$ cat src/rtl/spm_pkg.sv
package spm_pkg;

  localparam int MAX_PATTERN = 8;
  localparam int CNT_W       = $clog2(MAX_PATTERN + 1);
  localparam int CHAR_W      = 8;
  localparam int PAT_W       = 64;
  localparam int LEN_W       = 4;
  localparam int CFG_IDX_W   = 1;

  localparam logic [CHAR_W-1:0] MASK_CHAR = 8'h2A;

  localparam logic [CFG_IDX_W-1:0] REG_PATTERN_BYTES  = 1'b0;
  localparam logic [CFG_IDX_W-1:0] REG_PATTERN_LENGTH = 1'b1;

  typedef struct packed {
    logic load;
    logic pop;
    logic care;
    logic mask;
  } cell_ctrl_t;

endpackage

$ cat src/rtl/spm_cell.sv
module spm_cell (
  input  logic                            clk,
  input  spm_pkg::cell_ctrl_t             ctrl,
  input  logic [spm_pkg::CHAR_W-1:0]      char_in,
  input  logic [spm_pkg::CHAR_W-1:0]      pattern_char,
  input  logic [spm_pkg::CHAR_W-1:0]      neighbour_char,
  output logic [spm_pkg::CHAR_W-1:0]      shift_char,
  output logic                            eq
);

  logic [spm_pkg::CHAR_W-1:0] stored;
  logic [spm_pkg::CHAR_W-1:0] stored_next;
  logic [spm_pkg::CHAR_W-1:0] cur;

  assign cur         = ctrl.load ? char_in : stored;
  assign eq          = !ctrl.care || (cur == pattern_char);
  assign shift_char  = ctrl.mask ? spm_pkg::MASK_CHAR : cur;
  assign stored_next = ctrl.pop ? neighbour_char : cur;

  always_ff @(posedge clk) begin
    stored <= stored_next;
  end

endmodule

$ cat src/rtl/stream_pattern_masker_unit.sv
// Pattern masker: replaces every occurrence of a pattern of up to eight
// bytes in a byte stream by asterisks, keeping byte order.
// Channels: input items (char_in, end_of_text) on in_valid/in_ready,
// result items (char_out, last_out) on out_valid/out_ready, and register
// writes (cfg_index, cfg_data) on cfg_valid/cfg_ready, always ready.
// Register 0 holds the pattern, first byte lowest; register 1 its length,
// capped at eight, zero for pass-through.
// A result enters the output register once the item that completes its
// window is accepted and the output slot is free; the first length-1
// items of a string give no result yet. Throughput is one item and one
// result per cycle while the receiver takes every result, set by the
// single output register and one pop of the cell row per cycle.
// An item marked end_of_text flushes the held bytes one per cycle unless
// stalled, with in_ready low; the final result carries last_out.
// A shorter length written mid-string drains extra bytes the same way on the next item.
// While the receiver stalls, one more item is still taken into the row;
// in_ready then drops until the pending results have gone.
// Reset clears the registers, the held count and the output valid.
module stream_pattern_masker_unit (
  input  logic                              clk,
  input  logic                              rst,
  input  logic                              cfg_valid,
  output logic                              cfg_ready,
  input  logic [spm_pkg::CFG_IDX_W-1:0]     cfg_index,
  input  logic [spm_pkg::PAT_W-1:0]         cfg_data,
  input  logic                              in_valid,
  output logic                              in_ready,
  input  logic [spm_pkg::CHAR_W-1:0]        char_in,
  input  logic                              end_of_text,
  output logic                              out_valid,
  input  logic                              out_ready,
  output logic [spm_pkg::CHAR_W-1:0]        char_out,
  output logic                              last_out
);

  logic [spm_pkg::PAT_W-1:0] pattern_bytes;
  logic [spm_pkg::LEN_W-1:0] pattern_length;
  logic [spm_pkg::CNT_W-1:0] held;
  logic [spm_pkg::CNT_W-1:0] held_next;
  logic                      busy;
  logic                      busy_next;
  logic                      flush;
  logic                      flush_next;

  logic [spm_pkg::CNT_W-1:0] len;
  logic [spm_pkg::CNT_W-1:0] h_count;
  logic [spm_pkg::CNT_W-1:0] h_less;
  logic                      accept;
  logic                      active;
  logic                      f_now;
  logic                      slot_free;
  logic                      pend;
  logic                      pend_after;
  logic                      match;
  logic                      pop;

  logic [spm_pkg::CHAR_W-1:0]      shift_char [spm_pkg::MAX_PATTERN+1];
  logic [spm_pkg::MAX_PATTERN-1:0] eq;
  spm_pkg::cell_ctrl_t             ctrl [spm_pkg::MAX_PATTERN];

  assign cfg_ready = 1'b1;
  assign in_ready  = !busy;

  assign len = (pattern_length > spm_pkg::LEN_W'(spm_pkg::MAX_PATTERN)) ?
               spm_pkg::CNT_W'(spm_pkg::MAX_PATTERN) :
               pattern_length[spm_pkg::CNT_W-1:0];

  assign accept     = in_valid && in_ready;
  assign active     = busy || accept;
  assign f_now      = busy ? flush : end_of_text;
  assign h_count    = busy ? held : held + spm_pkg::CNT_W'(1);
  assign h_less     = h_count - spm_pkg::CNT_W'(1);
  assign slot_free  = !out_valid || out_ready;
  assign pend       = (h_count != '0) && ((h_count >= len) || f_now);
  assign pend_after = (h_less != '0) && ((h_less >= len) || f_now);
  assign match      = (&eq) && (len != '0) && (h_count >= len);
  assign pop        = active && pend && slot_free;

  assign shift_char[spm_pkg::MAX_PATTERN] = '0;

  for (genvar i = 0; i < spm_pkg::MAX_PATTERN; i++) begin : g_cell
    assign ctrl[i] = '{
      load: accept && (held == spm_pkg::CNT_W'(i)),
      pop:  pop,
      care: spm_pkg::CNT_W'(i) < len,
      mask: match && (spm_pkg::CNT_W'(i) < len)
    };

    spm_cell u_cell (
      .clk            (clk),
      .ctrl           (ctrl[i]),
      .char_in        (char_in),
      .pattern_char   (pattern_bytes[i*spm_pkg::CHAR_W +: spm_pkg::CHAR_W]),
      .neighbour_char (shift_char[i+1]),
      .shift_char     (shift_char[i]),
      .eq             (eq[i])
    );
  end

  always_comb begin
    held_next  = held;
    busy_next  = busy;
    flush_next = flush;
    if (active) begin
      held_next  = pop ? h_less : h_count;
      busy_next  = pop ? pend_after : pend;
      flush_next = f_now;
    end
  end

  always_ff @(posedge clk) begin
    if (rst) begin
      pattern_bytes  <= '0;
      pattern_length <= '0;
    end else if (cfg_valid && cfg_ready) begin
      case (cfg_index)
        spm_pkg::REG_PATTERN_BYTES:  pattern_bytes  <= cfg_data;
        spm_pkg::REG_PATTERN_LENGTH: pattern_length <= cfg_data[spm_pkg::LEN_W-1:0];
        default: ;
      endcase
    end
  end

  always_ff @(posedge clk) begin
    if (rst) begin
      held      <= '0;
      busy      <= 1'b0;
      flush     <= 1'b0;
      out_valid <= 1'b0;
    end else begin
      held  <= held_next;
      busy  <= busy_next;
      flush <= flush_next;
      if (pop) begin
        out_valid <= 1'b1;
      end else if (out_ready) begin
        out_valid <= 1'b0;
      end
    end
  end

  always_ff @(posedge clk) begin
    if (pop) begin
      char_out <= shift_char[0];
      last_out <= f_now && (h_count == spm_pkg::CNT_W'(1));
    end
  end

endmodule

$ cat config.mk
export PLATFORM = sky130hd
export DESIGN_NAME = stream_pattern_masker_unit
export DESIGN_NICKNAME = d
export VERILOG_FILES = /design/src/rtl/spm_pkg.sv /design/src/rtl/spm_cell.sv /design/src/rtl/stream_pattern_masker_unit.sv
export SDC_FILE = /design/constraint.sdc
export NUM_CORES = 1
export LEC_CHECK = 0
export ABC_AREA = 1
export BUFFER_PORTS_ARGS = -buffer_cell sky130_fd_sc_hd__buf_2
export CORE_ASPECT_RATIO = 0.5
export CORE_MARGIN = 1.5
export CORE_UTILIZATION = 55
export DETAILED_ROUTE_END_ITERATION = 7
export PLACE_DENSITY = 0.75
export SKIP_LAST_GASP = 1
export SLEW_MARGIN = 30
export SYNTH_ARGS = -nofsm -noshare
export SYNTH_HDL_FRONTEND = slang
export SYNTH_SLANG_ARGS = --single-unit
$ cat constraint.sdc
create_clock -name clk -period 6.36 [get_ports clk]
set_input_delay 0.954 -clock clk [delete_from_list [all_inputs] [get_ports clk]]
set_output_delay 0.954 -clock clk [all_outputs]
set_load 0.01 [all_outputs]
==> out/results.tsv, run 1 <==
metric	value	unit
Total Power	4.06	mW
All-Layer GR Usage	30.8	%
Setup Buffers After CTS	0	
layout cells sized above 1	10.7	%
CTS tree	done	
WL/cell	15.0	um
CP arrival	4.39	ns
CP Launch Type	register	
Antenna diodes	0	
CTS Hold Buffers Added	0	
Die Ht	90.0	um
die area	15900	um2
Core Region	14600	um2
DP Worst Slack	2.37	ns
first-pass GRT wire length	38.6	mm
most frequent cells in the layout	498 x nand2_1, 139 x dfxtp_1, 136 x nor2_1	
Mapped Cells	1324	
Post-CTS Resized	0	
Pwr Density	430	nW/um2
Area Overhead vs Synth	13.2	%
GPL Wtd Cong	0.892	
Peak VDD IR	0.000248	V
Max Clock Skew	0.0131	ns
DRT antenna net count	0	
endpoints failing setup	0	
Post-Syn Area	8330	um2
total CTS buffers	17	
Die Wd	177	um
First-pass DRT Iterations	5	
Slew headroom	35.1	%
DRC Markers	0	
reg2reg end	held[1]	
Leak	4.72	nW
worst hold stages	2	
syn avg cell area	6.29	um2
worst skew pair latency	0.43	ns
CTS sink cnt	148	
ranking of synthesized cells by area	dfxtp_1 33%, nand2_1 22%, nor2_1 6.2%	
Final Hold Viols	0	
H-tree depth	4	
worst-margin pin slew	0.970	ns
Hold Crit Start	pattern_bytes[45]	
Fmax	248	MHz
type of the most critical hold path	register to register	
fin cells	1596	
Worst Setup End Kind	register	
sequential area share after synthesis	36.6	%
clk slew on worst S/H paths	0.06	ns
status	finished clean	
setup ws final	2.32	ns
max-cap violation count	0	
CP Class	register to register	
via count	8562	
#FFs+latches synth	148	
Worst Hold End	pattern_bytes[45]	
Congestion Overflow GR	0	
PortBufs	89	
Initial Util	57.0	%
R2R depth	12	
root buffer cell	clkbuf_16	
post-DP HPWL	16.8	mm
vias in the first global route	7806	
initial antenna violation count	0	
Detailed Route WL	23.9	mm
Core Rows	31	
vias per cell	5.36	
CP max FO	80	
pin count of the biggest net entering global routing	81	
Final Max Tran Viols	0	
layout net count	1479	
Mapped Nets	1417	
RSZ-0062 raised after global routing	no	
CP required	6.71	ns
Yosys top cell area share	33.4	%
Final Critical Period	4.04	ns
most common cell after layout, fill and taps aside	nand2_1	
fin crit share	63.5	%
Yosys top cell by area	dfxtp_1	
RR Startpoint	busy	
DP Cell Count	1565	
Cell variety after synth	37	
I/O pin cnt	91	
final setup TNS	0	ns
initial drt markers	826	
R2R Setup Slk	2.32	ns
yosys warns	0	
clock buffer depth	2	
worst max path at each step:
stage,start,endpoint,slack (ns)
after floorplan,in_valid,char_out[4],3.49
after global placement,busy,char_out[6],2.56
after detailed placement,busy,held[1],2.37
after CTS,busy,held[1],2.33
after global routing,busy,held[1],1.98
final,busy,held[1],2.32
power by group:
| part | internal (mW) | switching (mW) | total (mW) |
|---|---|---|---|
| sequential | 1.18 | 0.104 | 1.29 |
| combinational | 0.576 | 1.17 | 1.74 |
| clock | 0.593 | 0.434 | 1.03 |
metal layers:
metal	wire length [um]	track usage, %	vias to the layer above
met1	11100	42.9	3848
met4	356	8.62	0
met5	0	0	-
li1	-	-	4320
met3	2380	7.70	37
met2	10000	47.1	357
per-stage QoR:
stage	cell area, um2	hold slack (ns)	util, %
after floorplan	8330	0.444	-
after global placement	8840	0.456	60.5
after detailed placement	8840	0.463	60.5
after CTS	9430	0.474	64.5
after global routing	9430	0.492	64.5
final	9430	0.473	64.5
critical path, stage by stage (launching register included):
cell and delay (ns):
dfxtp_1 0.63, nor2_1 0.16, nor2_1 0.33, inv_1 0.15, ha_1 0.23, o21bai_1 0.13
nand3_1 0.08, and3_1 0.18, a22oi_1 0.31, nand3_4 0.74, inv_1 0.71, nand2_1 0.13
a31oi_1 0.18
registers in the layout, indices dropped and copies added, names as in the netlist:
register	count
g_cell.u_cell.stored	64
pattern_length	4
flush	1
last_out	1
char_out	8
held	4
out_valid	1
busy	1
pattern_bytes	64
synth_stat cells (all sizes together):
cell	n
nand2	499
nor2	145
dfxtp	139
inv	130
o21ai	106
a21oi	94
nand3	85
nand3b	34
clkbuf	30
buf	20
ha	14
edfxtp	9
nor3	3
nand4	2
xor2	2
a21boi	1
a22oi	1
a31oi	1
and3	1
clkinv	1
conb	1
mux2i	1
nor4	1
o21a	1
o21bai	1
o31ai	1
xnor2	1
final cells by class:
type	instances	area, um2
timing repair buffer	93	475
inverter	131	497
sequential	148	3050
clock buffer	18	439
multi-input combinational	995	4570
clock inverter	13	148
tap	198	248
fill	1354	5190
logic make-up (layout without fill, tap and decap cells):
logic type / after synthesis / after routing / share of synthesized area (%)
multiplexers: 1 / 1 / 0.120
XOR/XNOR: 3 / 3 / 0.315
buffers and inverters: 181 / 255 / 8.68
AND/OR/NAND/NOR: 770 / 770 / 39.5
adder cells (fa/ha/maj): 14 / 14 / 2.10
AO/OA/AOI/OAI: 206 / 206 / 12.5
flip-flops: 148 / 148 / 36.6
other: 1 / 1 / 0.0450
Note: power is estimated with default switching activity, not from simulation.
==> run 2: changes to the inputs <==
==> constraint.sdc (replaced) <==
create_clock -name clk -period 4 [get_ports clk]
set_input_delay 0.6 -clock clk [delete_from_list [all_inputs] [get_ports clk]]
set_output_delay 0.6 -clock clk [all_outputs]
set_load 0.01 [all_outputs]
==> run 2 against run 1 <==
Net effect:
- power grew 61%
- core utilization grew 0.57 points
- critical path depth grew 5
- clock skew shrank 0.0015 ns
- non-clock buffer count grew 7
- worst hold slack lost 0.085 ns
- sequential power grew 59%
- clock power grew 63%
- combinational power grew 61%
- wire length grew 0.62%
- largest power group unchanged
- highest routed layer unchanged
==> out/results.tsv, run 2 (same netlist as run 1, synthesis figures left out) <==
metric	value	unit
status	finished clean	
Slew headroom	51.5	%
Total Power	6.52	mW
R2R Setup Slk	0.67	ns
CP most frequent cell	nand2_1	
initial antenna violation count	0	
First-pass DRT Iterations	5	
GPL Wtd Cong	0.896	
Core Rows	31	
clk slew on worst S/H paths	0.07	ns
Peak VDD IR	0.000701	V
WL/cell	15.0	um
Area Overhead vs Synth	14.2	%
worst-margin pin slew	0.723	ns
CP max FO	15	
R2R depth	17	
Final Critical Period	3.33	ns
All-Layer GR Usage	30.8	%
CP Class	register to register	
DRC Markers	0	
type of the most critical hold path	input pin to register	
Leak	4.77	nW
post-DP HPWL	16.9	mm
Max Clock Skew	0.0116	ns
clock buffer depth	2	
CP arrival	3.50	ns
slowest CP cell	nor2_2	
Detailed Route WL	24.0	mm
Core Region	14600	um2
Antenna diodes	0	
CP Buf/Inv Count	2	
fin crit share	83.3	%
max-cap violation count	0	
Worst Setup End Kind	register	
root buffer cell	clkbuf_16	
layout net count	1486	
RR Startpoint	held[0]	
total CTS buffers	17	
pin count of the biggest net entering global routing	127	
CTS Hold Buffers Added	0	
PortBufs	89	
die area	15900	um2
I/O pin cnt	91	
CP required	4.17	ns
Congestion Overflow GR	0	
worst hold stages	3	
Pwr Density	686	nW/um2
cell breakdown of the critical path	inv_1 > ha_1 > nand3_1 > nor2_2 > nand2_1 > nand2_1 > nand2_1 > nand2_1 > nand2_1 > nor2_1 > nand2_1 > nand2_1 > nand2_1 > nor2_8 > nand2_1 > inv_2 > nor2_1	
most common cell after layout, fill and taps aside	nand2_1	
Worst path max stage delay	0.56	ns
Die Wd	177	um
worst skew pair latency	0.43	ns
worst setup path start	held[0]	
reg2reg end	char_out[0]	
most frequent cells in the layout	498 x nand2_1, 139 x dfxtp_1, 136 x nor2_1	
delay-heaviest family, CP	simple AND/OR/NAND/NOR gates	
CP Launch Type	register	
Final Hold Viols	0	
final setup TNS	0	ns
endpoints failing setup	0	
RSZ-0062 raised after global routing	no	
Setup Buffers After CTS	0	
Initial Util	57.0	%
Post-CTS Resized	0	
Fmax	300	MHz
Regs by FF count	g_cell.u_cell.stored: 64 flops, pattern_bytes: 64 flops, char_out: 8 flops	
Die Ht	90.0	um
CTS tree	done	
DP Worst Slack	0.726	ns
WP depth	17	
Final Max Tran Viols	0	
initial drt markers	785	
first-pass GRT wire length	38.9	mm
layout cells sized above 1	11.0	%
setup ws final	0.668	ns
H-tree depth	4	
DRT antenna net count	0	
capture point of the critical path	char_out[0]	
CTS sink cnt	148	
via count	8673	
vias in the first global route	7891	
vias per cell	5.41	
==> run 2: cell types whose count changed in the layout (fill, tap and decap cells not counted), sizes merged <==
cell and change:
clkinv +1, clkinvlp -2, bufinv +1, buf +7, clkbuf +1
==> run 2: area by class of cell <==
type	count	area, um2
flip-flops and latches	148	3050
well taps	198	248
multi-input cells	995	4570
clock inverters	13	173
repair buffers	100	541
inverters	131	497
clock buffers	19	433
fillers	1339	5110
==> run 2: per-layer routing <==
metal  vias up  part of all wire [%]  global-route usage (%)
met3        42                    10                    7.40
met2       388                    42                    46.6
met4         0                   2.0                    8.76
li1       4340                     -                       -
met5         -                     0                       0
met1      3903                    46                    43.4
==> run 2: worst min-delay path by stage <==
| stage | end | slack [ns] | from |
|---|---|---|---|
| floorplan | pattern_bytes[0] | 0.44 | pattern_bytes[0] |
| CTS | pattern_bytes[29] | 0.39 | cfg_data[29] |
| global route | pattern_bytes[24] | 0.41 | cfg_data[24] |
| detailed placement | pattern_bytes[58] | 0.46 | pattern_bytes[58] |
| finish | pattern_bytes[29] | 0.39 | cfg_data[29] |
| global placement | pattern_bytes[52] | 0.46 | pattern_bytes[52] |
==> run 2: worst min-delay path: cells and delay by family <==
family,cells,cell delay [ns]
buffers and inverters,1,0.07
and+or+nand+nor,2,0.11
==> run 2: where the power goes <==
group	total (mW)	internal, mW	switching, mW	leakage [nW]
sequential	2.05	1.88	0.162	1.23
clock	1.68	0.995	0.688	0.291
combinational	2.80	0.938	1.86	3.25
total	6.52	3.82	2.71	4.77
==> run 2: metrics by stage <==
stage | cell area, um2 | std cells | hold slack (ns) | utilization (%)
final | 9510 | 1604 | 0.388 | 65.1
after global routing | 9510 | 1604 | 0.406 | 65.1
after CTS | 9510 | 1604 | 0.388 | 65.1
after detailed placement | 8910 | 1572 | 0.465 | 60.9
after global placement | 8910 | 1572 | 0.456 | 60.9
after floorplan | 8330 | 1324 | 0.444 | -
